<file path="src/hw/rtl/assert_macros.svh">
// Assertion macros shared by the command frame parser RTL.
`ifndef ASSERT_MACROS_SVH
`define ASSERT_MACROS_SVH
`ifndef ASSERT_OFF
// Check that an expression holds at every clock edge out of reset.
`define ASSERT_ALWAYS(label, clk, rst_n, expr) \
	label: assert property (@(posedge clk) disable iff (!rst_n) (expr)) \
		else $error("assertion failed");
// Check that a condition implies a consequence in the same cycle.
`define ASSERT_IMPLIES(label, clk, rst_n, ante, cons) \
	label: assert property (@(posedge clk) disable iff (!rst_n) (ante) |-> (cons)) \
		else $error("assertion failed");
// Check that a condition implies a consequence in the following cycle.
`define ASSERT_NEXT(label, clk, rst_n, ante, cons) \
	label: assert property (@(posedge clk) disable iff (!rst_n) (ante) |=> (cons)) \
		else $error("assertion failed");
`else
`define ASSERT_ALWAYS(label, clk, rst_n, expr)
`define ASSERT_IMPLIES(label, clk, rst_n, ante, cons)
`define ASSERT_NEXT(label, clk, rst_n, ante, cons)
`endif
`endif

</file>
<file path="src/hw/rtl/xcfp_pkg.sv">
// Shared types, constants and helpers of the command frame parser.
package xcfp_pkg;

	localparam int MaxBody = 256;
	localparam int CntW    = $clog2(MaxBody + 1);

	localparam logic [7:0] ChStart = 8'h24;
	localparam logic [7:0] ChStar  = 8'h2A;
	localparam logic [7:0] ChEnd   = 8'h0A;

	localparam logic [39:0] NamePsign = "PSIGN";
	localparam logic [39:0] NamePflsh = "PFLSH";
	localparam logic [39:0] NamePblfl = "PBLFL";
	localparam logic [39:0] NamePeepr = "PEEPR";

	localparam logic [8:0] PlenMax = 9'd511;

	typedef enum logic [1:0] {
		VERDICT_VALID    = 2'd0,
		VERDICT_MISMATCH = 2'd1,
		VERDICT_OVERFLOW = 2'd2
	} verdict_t;

	typedef enum logic [2:0] {
		CMD_NONE  = 3'd0,
		CMD_PSIGN = 3'd1,
		CMD_PFLSH = 3'd2,
		CMD_PBLFL = 3'd3,
		CMD_PEEPR = 3'd4
	} cmd_kind_t;

	typedef struct packed {
		logic [CntW-1:0] body_count;
		logic [7:0]      running_xor;
		logic            star_seen;
		logic [CntW-1:0] star_pos;
		logic [1:0]      digits;
		logic [15:0]     chk_chars;
		logic [39:0]     name;
		logic            overflowed;
	} frame_t;

	typedef struct packed {
		verdict_t    verdict;
		cmd_kind_t   command_kind;
		logic [8:0]  payload_length;
		logic [7:0]  computed_checksum;
	} result_t;

	// Uppercase ASCII hex digit of a nibble.
	function automatic logic [7:0] hex_upper(input logic [3:0] nib);
		logic [7:0] wide;
		wide = {4'd0, nib};
		if (nib < 4'd10) begin
			return 8'h30 + wide;
		end
		return 8'h37 + wide;
	endfunction

endpackage

</file>
<file path="src/hw/rtl/xcfp_byte_if.sv">
// Word channel carrying one received byte.
interface xcfp_byte_if;
	logic       valid;
	logic       ready;
	logic [7:0] rx_byte;

	modport source (output valid, output rx_byte, input ready);
	modport sink (input valid, input rx_byte, output ready);
endinterface

</file>
<file path="src/hw/rtl/xcfp_result_if.sv">
// Word channel carrying one frame verdict.
interface xcfp_result_if;
	logic       valid;
	logic       ready;
	logic [1:0] verdict;
	logic [2:0] command_kind;
	logic [8:0] payload_length;
	logic [7:0] computed_checksum;

	modport source (output valid, output verdict, output command_kind,
		output payload_length, output computed_checksum, input ready);
	modport sink (input valid, input verdict, input command_kind,
		input payload_length, input computed_checksum, output ready);
endinterface

</file>
<file path="src/hw/rtl/xor_checksum_command_frame_parser.sv">
// XOR-checksummed command frame parser, top level.
// Usage: bytes of the serial command stream enter on rx, one word per
// accepted handshake. A '$' opens a frame, a newline closes it; a closed
// frame that carried a '*' or overran the body limit yields one verdict word
// on res (verdict, command_kind, payload_length, computed_checksum).
// Other bytes give no word on res.
// Path: an accepted byte is held in the input register; the verdict word of a
// closing newline is loaded from there into the result register, which
// drives res.valid and the word until the receiver takes it.
// Throughput: one byte per cycle while no closing newline waits on a held
// res word, set by the combinational frame update after the input register.
// Stall: while res is held by the receiver, bytes that yield no verdict keep
// flowing; a closing newline waits in the input register until the pending
// word is taken, and rx.ready stays low while it waits.
// Reset: arst_n clears the open frame and empties both registers; the block
// takes bytes as soon as reset is released.
`include "assert_macros.svh"
module xor_checksum_command_frame_parser (
	input  logic                 clk,
	input  logic                 arst_n,
	xcfp_byte_if.sink            rx,
	xcfp_result_if.source        res
);

	logic              byte_valid_s1;
	logic [7:0]        byte_s1;
	logic              advance;
	logic              close;
	xcfp_pkg::frame_t  frame;
	xcfp_pkg::result_t result;
	logic              res_valid_q;
	xcfp_pkg::result_t res_q;

	xcfp_frame_state u_state (
		.clk     (clk),
		.arst_n  (arst_n),
		.step    (advance),
		.rx_byte (byte_s1),
		.close   (close),
		.frame   (frame)
	);

	xcfp_verdict u_verdict (
		.frame  (frame),
		.result (result)
	);

	// Consume the held byte unless its verdict has nowhere to go
	assign advance  = byte_valid_s1 && (!close || !res_valid_q || res.ready);
	assign rx.ready = !byte_valid_s1 || advance;

	// Input register
	always_ff @(posedge clk or negedge arst_n) begin
		if (!arst_n) begin
			byte_valid_s1 <= 1'b0;
			byte_s1       <= 8'd0;
		end else if (rx.ready) begin
			byte_valid_s1 <= rx.valid;
			byte_s1       <= rx.rx_byte;
		end
	end

	// Result register
	always_ff @(posedge clk or negedge arst_n) begin
		if (!arst_n) begin
			res_valid_q <= 1'b0;
			res_q       <= '0;
		end else if (advance && close) begin
			res_valid_q <= 1'b1;
			res_q       <= result;
		end else if (res.ready) begin
			res_valid_q <= 1'b0;
		end
	end

	assign res.valid             = res_valid_q;
	assign res.verdict           = res_q.verdict;
	assign res.command_kind      = res_q.command_kind;
	assign res.payload_length    = res_q.payload_length;
	assign res.computed_checksum = res_q.computed_checksum;

	`ASSERT_NEXT(a_hold_stalled_byte, clk, arst_n, byte_valid_s1 && !advance,
		byte_valid_s1 && $stable(byte_s1))
	`ASSERT_IMPLIES(a_kind_only_when_valid, clk, arst_n,
		res_valid_q && res_q.command_kind != xcfp_pkg::CMD_NONE,
		res_q.verdict == xcfp_pkg::VERDICT_VALID)
	`ASSERT_IMPLIES(a_overflow_zeroed, clk, arst_n,
		res_valid_q && res_q.verdict == xcfp_pkg::VERDICT_OVERFLOW,
		res_q.payload_length == 9'd0 && res_q.computed_checksum == 8'd0)
	`ASSERT_NEXT(a_load_sets_valid, clk, arst_n, advance && close, res_valid_q)

endmodule

</file>
<file path="src/hw/rtl/xcfp_frame_state.sv">
// Frame tracker: open/close detection, running XOR, star, checksum digit and name capture, overflow.
`include "assert_macros.svh"
module xcfp_frame_state (
	input  logic                clk,
	input  logic                arst_n,
	input  logic                step,
	input  logic [7:0]          rx_byte,
	output logic                close,
	output xcfp_pkg::frame_t    frame
);

	localparam int CW = xcfp_pkg::CntW;

	logic             in_frame_q;
	xcfp_pkg::frame_t frame_q;
	logic             in_frame_d;
	xcfp_pkg::frame_t frame_d;
	logic [CW-1:0]    pos;
	logic [2:0]       slot;
	logic [39:0]      name_or;

	assign frame = frame_q;
	assign pos   = frame_q.body_count;
	assign slot  = 3'd4 - pos[2:0];

	// Flag a closing newline that yields a verdict
	assign close = in_frame_q && (rx_byte == xcfp_pkg::ChEnd)
		&& (frame_q.overflowed || frame_q.star_seen);

	// Next frame state for the byte in hand
	always_comb begin
		in_frame_d = in_frame_q;
		frame_d    = frame_q;
		name_or    = 40'(rx_byte) << {slot, 3'b000};
		if (rx_byte == xcfp_pkg::ChStart) begin
			in_frame_d = 1'b1;
			frame_d    = '0;
		end else if (in_frame_q) begin
			if (rx_byte == xcfp_pkg::ChEnd) begin
				in_frame_d = 1'b0;
			end else if (pos >= CW'(xcfp_pkg::MaxBody)) begin
				frame_d.overflowed = 1'b1;
			end else begin
				frame_d.body_count = pos + CW'(1);
				if (!frame_q.star_seen) begin
					if (rx_byte == xcfp_pkg::ChStar) begin
						frame_d.star_seen = 1'b1;
						frame_d.star_pos  = pos;
					end else begin
						frame_d.running_xor = frame_q.running_xor ^ rx_byte;
					end
				end else if (frame_q.digits < 2'd2) begin
					frame_d.chk_chars = {frame_q.chk_chars[7:0], rx_byte};
					frame_d.digits    = frame_q.digits + 2'd1;
				end
				if (pos < CW'(5)) begin
					frame_d.name = frame_q.name | name_or;
				end
			end
		end
	end

	// Advance on each consumed byte
	always_ff @(posedge clk or negedge arst_n) begin
		if (!arst_n) begin
			in_frame_q <= 1'b0;
			frame_q    <= '0;
		end else if (step) begin
			in_frame_q <= in_frame_d;
			frame_q    <= frame_d;
		end
	end

	`ASSERT_IMPLIES(a_ovf_full, clk, arst_n, frame_q.overflowed,
		frame_q.body_count == CW'(xcfp_pkg::MaxBody))
	`ASSERT_ALWAYS(a_digits_range, clk, arst_n, frame_q.digits != 2'd3)
	`ASSERT_IMPLIES(a_no_digits_before_star, clk, arst_n, !frame_q.star_seen,
		frame_q.digits == 2'd0 && frame_q.chk_chars == 16'd0)
	`ASSERT_IMPLIES(a_star_in_body, clk, arst_n, frame_q.star_seen,
		frame_q.star_pos < frame_q.body_count)

endmodule

</file>
<file path="src/hw/rtl/xcfp_verdict.sv">
// Verdict logic: checksum compare, command match and payload length.
module xcfp_verdict (
	input  xcfp_pkg::frame_t  frame,
	output xcfp_pkg::result_t result
);

	localparam int CW = xcfp_pkg::CntW;

	logic [15:0]         expect_chars;
	logic                good;
	logic [CW-1:0]       diff;
	logic [8:0]          plen;
	xcfp_pkg::cmd_kind_t kind;

	assign expect_chars = {xcfp_pkg::hex_upper(frame.running_xor[7:4]),
		xcfp_pkg::hex_upper(frame.running_xor[3:0])};
	assign good = (frame.digits == 2'd2) && (frame.chk_chars == expect_chars);
	assign diff = frame.star_pos - CW'(5);

	// Saturate the payload length
	always_comb begin
		if (frame.star_pos < CW'(5)) begin
			plen = 9'd0;
		end else if ({1'b0, diff} > (CW + 1)'(xcfp_pkg::PlenMax)) begin
			plen = xcfp_pkg::PlenMax;
		end else begin
			plen = 9'(diff);
		end
	end

	// Match the command name
	always_comb begin
		kind = xcfp_pkg::CMD_NONE;
		if (good && frame.body_count >= CW'(5)) begin
			priority if (frame.name == xcfp_pkg::NamePsign) begin
				kind = xcfp_pkg::CMD_PSIGN;
			end else if (frame.name == xcfp_pkg::NamePflsh) begin
				kind = xcfp_pkg::CMD_PFLSH;
			end else if (frame.name == xcfp_pkg::NamePblfl) begin
				kind = xcfp_pkg::CMD_PBLFL;
			end else if (frame.name == xcfp_pkg::NamePeepr) begin
				kind = xcfp_pkg::CMD_PEEPR;
			end else begin
				kind = xcfp_pkg::CMD_NONE;
			end
		end
	end

	// Pick the verdict word
	always_comb begin
		if (frame.overflowed) begin
			result.verdict           = xcfp_pkg::VERDICT_OVERFLOW;
			result.command_kind      = xcfp_pkg::CMD_NONE;
			result.payload_length    = 9'd0;
			result.computed_checksum = 8'd0;
		end else begin
			result.verdict           = good ? xcfp_pkg::VERDICT_VALID
				: xcfp_pkg::VERDICT_MISMATCH;
			result.command_kind      = kind;
			result.payload_length    = plen;
			result.computed_checksum = frame.running_xor;
		end
	end

endmodule
</file>
<file path="src/flat_wrapper.sv">
// flat-port wrapper written by rule: the top's interface ports become plain ports
module xor_checksum_command_frame_parser_flat 
  (clk, arst_n, rx_valid, rx_rx_byte, rx_ready, res_valid, res_verdict, res_command_kind, res_payload_length, res_computed_checksum, res_ready);
  xcfp_byte_if rx_i ();
  xcfp_result_if res_i ();
  input  logic clk;
  input  logic arst_n;
  input wire logic [$bits(rx_i.valid)-1:0] rx_valid;
  input wire logic [$bits(rx_i.rx_byte)-1:0] rx_rx_byte;
  output wire logic [$bits(rx_i.ready)-1:0] rx_ready;
  output wire logic [$bits(res_i.valid)-1:0] res_valid;
  output wire logic [$bits(res_i.verdict)-1:0] res_verdict;
  output wire logic [$bits(res_i.command_kind)-1:0] res_command_kind;
  output wire logic [$bits(res_i.payload_length)-1:0] res_payload_length;
  output wire logic [$bits(res_i.computed_checksum)-1:0] res_computed_checksum;
  input wire logic [$bits(res_i.ready)-1:0] res_ready;
  assign rx_i.valid = rx_valid;
  assign rx_i.rx_byte = rx_rx_byte;
  assign rx_ready = rx_i.ready;
  assign res_valid = res_i.valid;
  assign res_verdict = res_i.verdict;
  assign res_command_kind = res_i.command_kind;
  assign res_payload_length = res_i.payload_length;
  assign res_computed_checksum = res_i.computed_checksum;
  assign res_i.ready = res_ready;
  xor_checksum_command_frame_parser u_core (.clk(clk), .arst_n(arst_n), .rx(rx_i), .res(res_i));
endmodule
</file>
<file path="config.mk">
export PLATFORM = sky130hd
export DESIGN_NAME = xor_checksum_command_frame_parser_flat
export DESIGN_NICKNAME = d
export VERILOG_FILES = /design/src/hw/rtl/xcfp_pkg.sv /design/src/hw/rtl/xcfp_byte_if.sv /design/src/hw/rtl/xcfp_result_if.sv /design/src/hw/rtl/xor_checksum_command_frame_parser.sv /design/src/hw/rtl/xcfp_frame_state.sv /design/src/hw/rtl/xcfp_verdict.sv /design/src/flat_wrapper.sv
export VERILOG_INCLUDE_DIRS = /design/src /design/src/hw/rtl
export SDC_FILE = /design/constraint.sdc
export NUM_CORES = 1
export LEC_CHECK = 0
export ABC_CLOCK_PERIOD_IN_PS = 3220
export BUFFER_PORTS_ARGS = -buffer_cell sky130_fd_sc_hd__clkbuf_2
export CORE_ASPECT_RATIO = 1.4
export CORE_MARGIN = 4
export CORE_UTILIZATION = 61
export DETAILED_ROUTE_END_ITERATION = 8
export GPL_ROUTABILITY_DRIVEN = 0
export PLACE_DENSITY = 0.8
export SKIP_LAST_GASP = 1
export SLEW_MARGIN = 20
export SYNTH_ARGS = -nofsm -noshare
export SYNTH_HDL_FRONTEND = slang
export SYNTH_HIERARCHICAL = 1
export SYNTH_SLANG_ARGS = --single-unit
</file>
<file path="constraint.sdc">
create_clock -name clk -period 3.22 [get_ports clk]
set_input_delay 0.644 -clock clk [delete_from_list [all_inputs] [get_ports clk]]
set_output_delay 0.644 -clock clk [all_outputs]
set_load 0.01 [all_outputs]
</file>
Yosys cells after proc, flatten, opt, wreduce, memory -nomap -nowiden:

Cells that the tools add are included.

* register bits after elaboration: 119
* bits of input ports: 12
* output and inout port bits: 24

* mux-type cells: 30
* order comparisons: 7
* $add $sub $neg: 8
* shift operators: 1
* bitwise operators: 2
* reduce and logical (&&, ||, !) cells: 26
* equality and inequality tests: 13

Operator list (number)
* $mux W86: 3
* $eq A40 B39 Y1 const B: 4
* $mux W85: 1
* $mux W18: 3
* $mux W40: 1
* $mux W8: 5
* $or A40 B40 Y40: 1
* $shl A8 B6 Y40: 1
* $add A6 B4 Y7 const A: 4
* $mux W22: 1
* $lt A9 B3 Y1 const B: 2
* $reduce_and A6 Y1: 3
* $eq A16 B16 Y1: 1
* $eq A8 B6 Y1 const B: 2
* $mux W3: 5
* $reduce_bool A2 Y1: 7
* $mux W10: 1
* $add A9 B1 Y9 const B: 1
* $ge A9 B3 Y1 const B: 1
* $ge A9 B9 Y1 const B: 1
* $mux W1: 9
* $mux W9: 1
* $sub A9 B3 Y9 const B: 1
* $eq A8 B4 Y1 const B: 1
* 13 further kinds: 27

Depth between registers and ports, before layout:

Gate-level depths: netlist of the first run.

* depth after elaboration: 9
* mapped depth: 12
* depth with buffers taken out: 8

Hierarchy:

Netlist of the first run, hierarchy kept.

Modules (own cells, without submodules)
* xcfp_frame_state: seq. area each 2177.1 um^2, times used 1, cells each 356, area each 3981.3 um^2
* xor_checksum_command_frame_parser: seq. area each 800.8 um^2, times used 1, cells each 71, area each 1323.8 um^2
* xcfp_verdict: seq. area each 0.0 um^2, times used 1, cells each 132, area each 888.4 um^2

Worst setup path before layout of the first run:

OpenSTA, ideal clock, no wires.

* path kind: reg2reg
* start: register u_core.byte_s1[4]
* end: register u_core.u_state.frame_q (netlist bit u_core/u_state/frame[45])
* arrival: 2.819 ns
* clock period less this slack: 2.944 ns
* path buffers: 4
* stages on the path, launching flop included: 12
* slack: 0.276 ns
* setup time: 0.125 ns
* path through: dfrtp_1 -> buf_6 -> nor4_4 -> buf_6 -> nand2_1 -> nor2_1 -> a21boi_0 -> buf_1 -> o2111ai_1 -> and2_1 -> buf_6 -> mux2_2

* longest elaborated chain between the ends: 8
* elaborated cells between the ends (all ways): 20
* those cells by class: eq/ne (4); mux (6); reduce/logical (10)

Ends and longest elaborated chain
* from (decl): line xor_checksum_command_frame_parser.sv:26 `logic [7:0] byte_s1;`
* from (signal assigned): line xor_checksum_command_frame_parser.sv:59 `byte_s1 <= rx.rx_byte;`
* $eq A8 B4 Y1: line xcfp_frame_state.sv:27 `assign close = in_frame_q && (rx_byte == xcfp_pkg::ChEnd)`
* $logic_and A1 B1 Y1: line xcfp_frame_state.sv:27
* $logic_and A1 B1 Y1: line xcfp_frame_state.sv:28 `&& (frame_q.overflowed || frame_q.star_seen);`
* net u_core.close: line xor_checksum_command_frame_parser.sv:28 `logic close;`
* $logic_not A1 Y1: line xor_checksum_command_frame_parser.sv:49 `assign advance = byte_valid_s1 && (!close || !res_valid_q || res.ready);`
* $logic_or A1 B1 Y1 (2 in series): line xor_checksum_command_frame_parser.sv:49
* $logic_and A1 B1 Y1: line xor_checksum_command_frame_parser.sv:49
* net u_core.advance: line xor_checksum_command_frame_parser.sv:27 `logic advance;`
* $reduce_and A6 Y1 (no line)
* to (signal assigned): line xcfp_frame_state.sv:70 `frame_q <= frame_d;`
* to (decl): line xcfp_frame_state.sv:15 `xcfp_pkg::frame_t frame_q;`

The timed path passes the listed nets, and every way through them passes these cells. The select of a mux whose other input is x is not followed.
A chain may end at the register's enable or synchronous reset.

Worst setup path in the final report of the first run:

* start: register u_core.byte_s1[6]
* end: register u_core.u_state.frame_q (netlist bit u_core/u_state/frame[66])

The elaborated chain is that of the path after synthesis.

==> tab_implementation.tex, run 1 <==
\begin{tabular}{lr}
\hline
Metric & Value \\
\hline
\multicolumn{2}{l}{\textbf{Outcome}} \\
Status & finished clean \\
\multicolumn{2}{l}{\textbf{Timing}} \\
Max Transition Viols Final & 0 \\
Period Utilization, post-route & 87.2\% \\
Transition at the pin with the smallest max-transition slack & 0.842 ns \\
Final Hold Viols & 0 \\
Final-layout setup total negative slack & 0 ns \\
Peak Freq & 356 MHz \\
Setup-failing EPs final & 0 \\
RSZ-0062 raised after global routing & no \\
Worst clock skew & 0.00667 ns \\
Period minus WS final & 2.81 ns \\
Remaining max-slew budget at the tightest pin & 43.7\% \\
\multicolumn{2}{l}{\textbf{Critical path}} \\
Max FO, Critical Path & 13 \\
Critical setup path kind & register to register \\
Worst setup slack for register-to-register paths & 0.41 ns \\
Worst Setup End Kind & register \\
Category of the worst setup path launch point & register \\
Category of cells accounting for the largest share of critical-path delay & simple AND/OR/NAND/NOR gates \\
Cell-by-cell trace of the critical path & nor4\_4 > nand2\_1 > nor2\_1 > a21boi\_0 > buf\_4 > and3b\_1 > o21ai\_0 > a211o\_1 > mux2i\_1 \\
Critical R2R Launch & u\_core/byte\_s1[6]\$\_DFFE\_PN0P\_ \\
Cell count of the worst reg-to-reg path & 9 \\
Worst R2R End & u\_core/u\_state/frame[66]\$\_DFFE\_PN0P\_ \\
Peak per-stage delay on the critical path & 0.55 ns \\
Crit path max-delay cell type & dfrtp\_1 \\
Required time of the critical path & 3.54 ns \\
Arrival time at the worst endpoint & 3.13 ns \\
Number of buffers and inverters on the critical path & 1 \\
\multicolumn{2}{l}{\textbf{Global routing}} \\
Remaining global-route overflow & 0 \\
Antenna violations before repair & 0 \\
Overall Global Routing Usage & 26.0\% \\
Vias in the first global route & 4838 \\
Pin count of the biggest net entering global routing & 77 \\
Global-route wire length before repair & 23.9 mm \\
\multicolumn{2}{l}{\textbf{Synth}} \\
Sequential area share after synthesis & 48.1\% \\
Number of distinct library cells after synthesis & 79 \\
Top cells by area in the synthesized netlist & dfrtp\_1 (48\%), mux2\_4 (4.8\%), nor2\_1 (3.6\%), a31oi\_1 (3.0\%), mux2\_2 (2.9\%) \\
Most instantiated library cell after synthesis & dfrtp\_1 \\
Synth async-reset ratio & 100\% \\
Top cell type's share of synthesized area & 48.1\% \\
Post-synthesis average cell area & 11.1 µm² \\
Synthesized instance count & 559 \\
Count of yosys warnings during synthesis & 6 \\
Largest area contributor in the synthesized netlist & dfrtp\_1 \\
Syn Std Cell Area & 0.00619 mm² \\
Mapped Nets & 576 \\
Number of enable-type register cells in the synthesized netlist & 0 \\
Dominant synthesized flop cell & dfrtp\_1 \\
Most instantiated cells after synthesis & dfrtp\_1 (119), nor2\_1 (60), a31oi\_1 (30) \\
Post-synthesis sequential element count & 119 \\
\multicolumn{2}{l}{\textbf{CTS}} \\
Hold buffer count at cts & 0 \\
Number of clock buffers inserted by TritonCTS & 17 \\
CTS tree & done \\
Resize count post-CTS & 0 \\
Setup Buffers After CTS & 0 \\
Number of clock sinks & 119 \\
CTS root buf & clkbuf\_16 \\
Clock insertion delay at the later pin of the skew report & 0.41 ns \\
Clock slew at reported path FFs & 0.06 ns \\
Maximum buffer depth of the clock tree & 2 \\
CTS HTree Levels & 4 \\
\multicolumn{2}{l}{\textbf{Floorplanning}} \\
Horiz. Die Dim & 93.2 µm \\
Core box area & 0.00990 mm² \\
Y dimension of the die & 127 µm \\
Initial Utilization & 62.6\% \\
Top-level I/O count & 36 \\
Die area & 0.0119 mm² \\
Site Rows & 43 \\
\multicolumn{2}{l}{\textbf{Routing}} \\
Final antenna-violating net count & 0 \\
Wirelength, routed & 14.6 mm \\
Number of optimization iterations in the first detailed-route pass & 5 \\
Number of design rule violations left after detail routing & 0 \\
Average wire length per cell after detail routing & 19.6 µm \\
Vias after detailed routing & 4755 \\
Via/cell ratio & 6.38 \\
Starting DRC count in detailed routing & 472 \\
\multicolumn{2}{l}{\textbf{Cells and area}} \\
Final net count & 614 \\
Layout cells sized above 1 & 24.3\% \\
N\_diodes & 0 \\
Layout filler cell count & 721 \\
Area added between synthesis and finish & 14.4\% \\
\multicolumn{2}{l}{\textbf{Pwr}} \\
Power density normalized to cell area & 645 mW/mm² \\
Peak ir drop on the vdd network & 419 µV \\
Power Total & 4.57 mW \\
Static leakage & 3.24 nW \\
\multicolumn{2}{l}{\textbf{Placed design}} \\
Detailed-placement wirelength estimate & 9.85 mm \\
PortBufs & 35 \\
\multicolumn{2}{l}{\textbf{Hold path}} \\
Worst hold-check path type & input pin to async pin \\
\multicolumn{2}{l}{\textbf{Job}} \\
Max-cap violation count & 0 \\
\hline
\end{tabular}
[how the worst max path moves through the flow]
| stage | from | endpoint | slack [ns] | depth (start not counted) |
|---|---|---|---|---|
| 2_1_floorplan | u_core/byte_s1[4]$_DFFE_PN0P_ | u_core/u_state/frame[45]$_DFFE_PN0P_ | 0.28 | 11 |
| 3_3_place_gp | u_core/byte_s1[6]$_DFFE_PN0P_ | u_core/u_state/frame[45]$_DFFE_PN0P_ | 0.55 | 8 |
| 3_5_place_dp | u_core/byte_s1[6]$_DFFE_PN0P_ | u_core/u_state/frame[47]$_DFFE_PN0P_ | 0.44 | 8 |
| 4_1_cts | u_core/byte_s1[6]$_DFFE_PN0P_ | u_core/u_state/frame[48]$_DFFE_PN0P_ | 0.43 | 8 |
| 5_1_grt | u_core/byte_s1[6]$_DFFE_PN0P_ | u_core/u_state/frame[65]$_DFFE_PN0P_ | 0.30 | 9 |
| 6_report | u_core/byte_s1[6]$_DFFE_PN0P_ | u_core/u_state/frame[66]$_DFFE_PN0P_ | 0.41 | 9 |
[worst reg2reg max path: cells and delay by family, from the launching register on]
family / cells / cell delay (ns)
AO/OA/AOI/OAI: 3 / 0.69
buffers and inverters: 1 / 0.21
flip-flops: 1 / 0.55
multiplexers: 1 / 0.28
AND/OR/NAND/NOR: 4 / 1.00
[layer usage]
| layer | global-route usage, % | part of all wire (%) | up-vias |
|---|---|---|---|
| met5 | 0 | 0 | - |
| met4 | 12.0 | 3.7 | 0 |
| met3 | 6.54 | 5.5 | 49 |
| met2 | 44.2 | 51 | 193 |
| met1 | 30.7 | 40 | 2370 |
| li1 | - | - | 2143 |
[logic make-up after synthesis]
kind of cell               Yosys count  share of synthesized area (%)
buffers and inverters               58                           5.11
muxes                               47                           9.60
adders and majority gates            5                           1.01
xor gates and xnor gates            14                           1.98
and+or+nand+nor                    193                           19.2
AOI/OAI and AO/OA                  123                           15.0
DFF                                119                           48.1
[state kept, by name, summed over array words and instances (netlist names)]
signal	flops
u_core/u_state/frame	77
u_core/res.payload_length	9
u_core/u_state/pos	9
u_core/byte_s1	8
u_core/res.computed_checksum	8
u_core/res.command_kind	3
u_core/res.verdict	2
u_core/byte_valid_s1	1
u_core/res.valid	1
u_core/u_state/in_frame_q	1
[through the flow]
step	instance area (µm²)	hold WS (ns)	std cells	util, %	setup WS [ns]
floorplan	6190	0.348	559	-	0.276
global placement	6480	0.468	713	65.4	0.551
detailed placement	6480	0.478	713	65.4	0.435
CTS	7090	0.241	745	71.6	0.426
global route	7090	0.269	745	71.6	0.304
finish	7090	0.221	745	71.6	0.412
[cells in the final DEF, fill, tap and decap left out, types with 8 or more instances in the layout]
cell | netlist | layout
mux2_2 | 16 | 16
a21oi_1 | 10 | 10
a31oi_1 | 30 | 30
mux2_4 | 20 | 20
mux2i_1 | 8 | 8
nand2_1 | 28 | 28
xnor2_1 | 8 | 8
o21ai_0 | 15 | 15
a22o_1 | 15 | 15
clkbuf_2 | 0 | 34
nor2_1 | 60 | 60
nor2b_1 | 11 | 11
or3_1 | 8 | 8
clkbuf_16 | 0 | 17
a41oi_1 | 8 | 8
inv_1 | 23 | 23
dfrtp_1 | 119 | 119
buf_4 | 2 | 19
[layout make-up]
type | instances | area [µm²] | area share [%]
repair buffers | 54 | 333 | 4.70
well taps | 135 | 169 | 2.38
flip-flops and latches | 119 | 2980 | 42.0
clock buffers | 18 | 439 | 6.20
multi-input cells | 382 | 2910 | 41.1
inverters | 23 | 86.3 | 1.22
clock inverters | 14 | 173 | 2.44
[power by group]
part	internal [mW]	switching [mW]	total, mW
Sequential	1.67	0.197	1.86
Clock	1.24	0.689	1.93
Combinational	0.317	0.464	0.781
Total	3.22	1.35	4.57
(Power assumes the default switching activity.)
==> run 2, diff against run 1 <==
--- a/config.mk
+++ b/config.mk
@@ -8,12 +8,12 @@
 export LEC_CHECK = 0
 export ABC_CLOCK_PERIOD_IN_PS = 3220
 export BUFFER_PORTS_ARGS = -buffer_cell sky130_fd_sc_hd__clkbuf_2
-export CORE_ASPECT_RATIO = 1.4
+export CAP_MARGIN = 25
 export CORE_MARGIN = 4
 export CORE_UTILIZATION = 61
 export DETAILED_ROUTE_END_ITERATION = 8
 export GPL_ROUTABILITY_DRIVEN = 0
-export PLACE_DENSITY = 0.8
+export PLACE_DENSITY = 0.78
 export SKIP_LAST_GASP = 1
 export SLEW_MARGIN = 20
 export SYNTH_ARGS = -nofsm -noshare
==> run 2 against run 1 <==
  * Via count up 1.2%
  * Routed wire length up 3.5%
  * Clock skew up 0.0066 ns
  * Clock power up 7%
  * Flip-flop and latch count unchanged
  * Critical path type unchanged
  * Setup slack worse by 0.13 ns
==> tab_implementation.tex, run 2 (synthesis gave the netlist of run 1 again) <==
\begin{tabular}{lr}
\hline
Metric & Value \\
\hline
\multicolumn{2}{l}{\textbf{Outcome}} \\
Status & finished clean \\
\multicolumn{2}{l}{\textbf{Timing}} \\
Final-layout setup total negative slack & 0 ns (unchanged) \\
RSZ-0062 raised after global routing & no \\
Period Utilization, post-route & 91.2\% (+3.9 points) \\
Post-route worst hold slack & 0.156 ns (-0.0645 ns) \\
Final Hold Viols & 0 (unchanged) \\
Transition at the pin with the smallest max-transition slack & 0.707 ns (-0.135 ns) \\
Peak Freq & 341 MHz (-4.3\%) \\
Period minus WS final & 2.94 ns (+0.127 ns) \\
Setup-failing EPs final & 0 (unchanged) \\
Remaining max-slew budget at the tightest pin & 52.6\% (+8.9 points) \\
Max Transition Viols Final & 0 (unchanged) \\
Worst clock skew & 0.0133 ns (+0.00661 ns) \\
\multicolumn{2}{l}{\textbf{Pwr}} \\
Power density normalized to cell area & 659 mW/mm² (+2.1\%) \\
Switch share & 28.5\% (-1.0 points) \\
Peak ir drop on the vdd network & 458 µV (+9.2\%) \\
Static leakage & 3.27 nW (+1.1\%) \\
Clock power frac & 43.7\% (+1.5 points) \\
Sequential Power Share & 39.5\% (-1.3 points) \\
Reported net switching power & 1.34 mW (-0.72\%) \\
Combinational share of power & 16.7\% (-0.4 points) \\
Internal & 3.36 mW (+4.3\%) \\
\multicolumn{2}{l}{\textbf{Critical path}} \\
Max FO, Critical Path & 18 (+5) \\
Cell-by-cell trace of the critical path & nor4\_4 > nand2\_1 > nor2\_1 > a21boi\_0 > buf\_4 > nand3\_4 > and2\_1 > mux2\_2 \\
Required time of the critical path & 3.61 ns (+0.07 ns) \\
Peak per-stage delay on the critical path & 0.55 ns (about the same) \\
Category of the worst setup path launch point & register \\
Crit path max-delay cell type & dfrtp\_1 \\
Worst Setup End Kind & register \\
Critical setup path kind & register to register \\
Arrival time at the worst endpoint & 3.32 ns (+0.19 ns) \\
\multicolumn{2}{l}{\textbf{Cells and area}} \\
Flip-flop count of the largest register after layout & 77 (unchanged) \\
Layout cells sized above 1 & 24.5\% (+0.25 points) \\
N\_diodes & 0 (unchanged) \\
Commonest cells after routing, fill and taps aside & dfrtp\_1 (119), nor2\_1 (60), clkbuf\_2 (34) \\
Area added between synthesis and finish & 15.3\% \\
Post-Layout Inst Area & 0.00714 mm² (+0.71\%) \\
Final net count & 616 (+0.33\%) \\
Final instance count without filler cells & 745 (unchanged) \\
Most common library cell in the layout ignoring fill and taps & dfrtp\_1 \\
\multicolumn{2}{l}{\textbf{Global routing}} \\
Global-route wire length before repair & 25.1 mm (+5.1\%) \\
Vias in the first global route & 4785 (-1.1\%) \\
Pin count of the biggest net entering global routing & 52 (-32\%) \\
Remaining global-route overflow & 0 (unchanged) \\
Antenna violations before repair & 0 (unchanged) \\
Overall Global Routing Usage & 27.5\% (+1.6 points) \\
\multicolumn{2}{l}{\textbf{CTS}} \\
Hold buffer count at cts & 0 (unchanged) \\
CTS tree & done \\
CTS HTree Levels & 4 (unchanged) \\
Resize count post-CTS & 0 (unchanged) \\
Clock insertion delay at the later pin of the skew report & 0.51 ns (+0.10 ns) \\
Number of clock buffers inserted by TritonCTS & 17 (unchanged) \\
CTS root buf & clkbuf\_8 \\
Clock slew at reported path FFs & 0.06 ns (about the same) \\
Number of clock sinks & 119 (unchanged) \\
Maximum buffer depth of the clock tree & 2 (unchanged) \\
Setup Buffers After CTS & 0 (unchanged) \\
\multicolumn{2}{l}{\textbf{Placed design}} \\
Number of placed instances, taps included & 713 (unchanged) \\
PortBufs & 35 (unchanged) \\
Detailed-placement wirelength estimate & 9.64 mm (-2.1\%) \\
Placed cell area & 0.00649 mm² (+0.29\%) \\
\multicolumn{2}{l}{\textbf{Floorplanning}} \\
Site Rows & 36 (-16\%) \\
Initial Utilization & 63.1\% (+0.51 points) \\
Horiz. Die Dim & 109 µm (+17\%) \\
Y dimension of the die & 109 µm (-15\%) \\
Die area & 0.0118 mm² (-0.20\%) \\
Top-level I/O count & 36 (unchanged) \\
Core box area & 0.00982 mm² (-0.81\%) \\
\multicolumn{2}{l}{\textbf{Routing}} \\
Vias after detailed routing & 4810 (+1.2\%) \\
Topmost layer with routed signal wires & met4 \\
Final antenna-violating net count & 0 (unchanged) \\
Wirelength, routed & 15.1 mm (+3.5\%) \\
Sum of routed wire segments on met1 & 6.35 mm (+9.8\%) \\
Number of optimization iterations in the first detailed-route pass & 5 (unchanged) \\
Met2 wire length & 7.32 mm (-2.3\%) \\
Amount of wire on met3 after detailed routing & 1.06 mm (+30\%) \\
Via/cell ratio & 6.46 (+1.2\%) \\
Starting DRC count in detailed routing & 375 (-21\%) \\
Average wire length per cell after detail routing & 20.3 µm (+3.5\%) \\
Number of design rule violations left after detail routing & 0 (unchanged) \\
\multicolumn{2}{l}{\textbf{Hold path}} \\
Worst hold-check path type & input pin to async pin \\
\multicolumn{2}{l}{\textbf{Job}} \\
Max-cap violation count & 0 (unchanged) \\
\hline
\end{tabular}
[run 2: changes by cell type in the layout (fill, tap and decap cells not counted), sizes merged]
cell,before,now
clkinv,3,4
clkinvlp,5,2
clkbuf,52,54
buf,20,22
inv,26,24
bufinv,3,5
[run 2: final timing paths]
path                                                     start                                       end  slack [ns]  depth (start not counted)
max in group asynchronous                               arst_n      u_core/u_state/frame[43]$_DFFE_PN0P_        2.32                          2
max reg2reg                      u_core/byte_s1[6]$_DFFE_PN0P_      u_core/u_state/frame[48]$_DFFE_PN0P_        0.28                          8
min reg2reg                u_core/u_state/frame[1]$_DFFE_PN0P_       u_core/u_state/frame[1]$_DFFE_PN0P_        0.48                          2
max                              u_core/byte_s1[6]$_DFFE_PN0P_      u_core/u_state/frame[48]$_DFFE_PN0P_        0.28                          8
min in group clk                                      rx_valid          u_core/byte_valid_s1$_DFFE_PN0P_        0.33                          2
min                                                     arst_n  u_core/res.payload_length[5]$_DFFE_PN0P_        0.16                          1
[run 2: final cells by class]
class / instances / area [µm²]
flip-flops and latches: 119 / 2980
multi-input cells: 382 / 2920
fillers: 716 / 2680
clock buffers: 20 / 445
repair buffers: 56 / 348
clock inverters: 12 / 198
well taps: 133 / 166
inverters: 23 / 86.3
[run 2: worst max-delay path, delay by kind of cell, from the launching register on]
family	cells	cell delay, ns
simple gates	5	1.44
flops	1	0.55
mux	1	0.40
buf+inv	1	0.23
compound gates	1	0.19
[run 2: power groups by stage]
| stage | combinational, mW | sequential [mW] | clock, mW |
|---|---|---|---|
| global route | 0.855 | 1.89 | 2.16 |
| CTS | 0.775 | 1.86 | 2.08 |
| global placement | 0.737 | 1.87 | 0 |
| detailed placement | 0.758 | 1.88 | 0 |
| floorplan | 0.579 | 1.81 | 0 |
| finish | 0.786 | 1.86 | 2.06 |
[run 2: layer usage]
metal	up-vias	track usage, %
li1	2157	-
met1	2372	37.2
met2	243	43.6
met3	38	5.57
met4	0	11.5
met5	-	0
[run 2: per-stage QoR]
| stage | setup slack (ns) | utilization [%] | power [mW] |
|---|---|---|---|
| after CTS | 0.335 | 72.7 | 4.71 |
| final | 0.285 | 72.7 | 4.70 |
| after floorplan | 0.276 | - | 2.39 |
| after detailed placement | 0.413 | 66.1 | 2.64 |
| after global placement | 0.532 | 66.1 | 2.60 |
| after global routing | 0.180 | 72.7 | 4.90 |
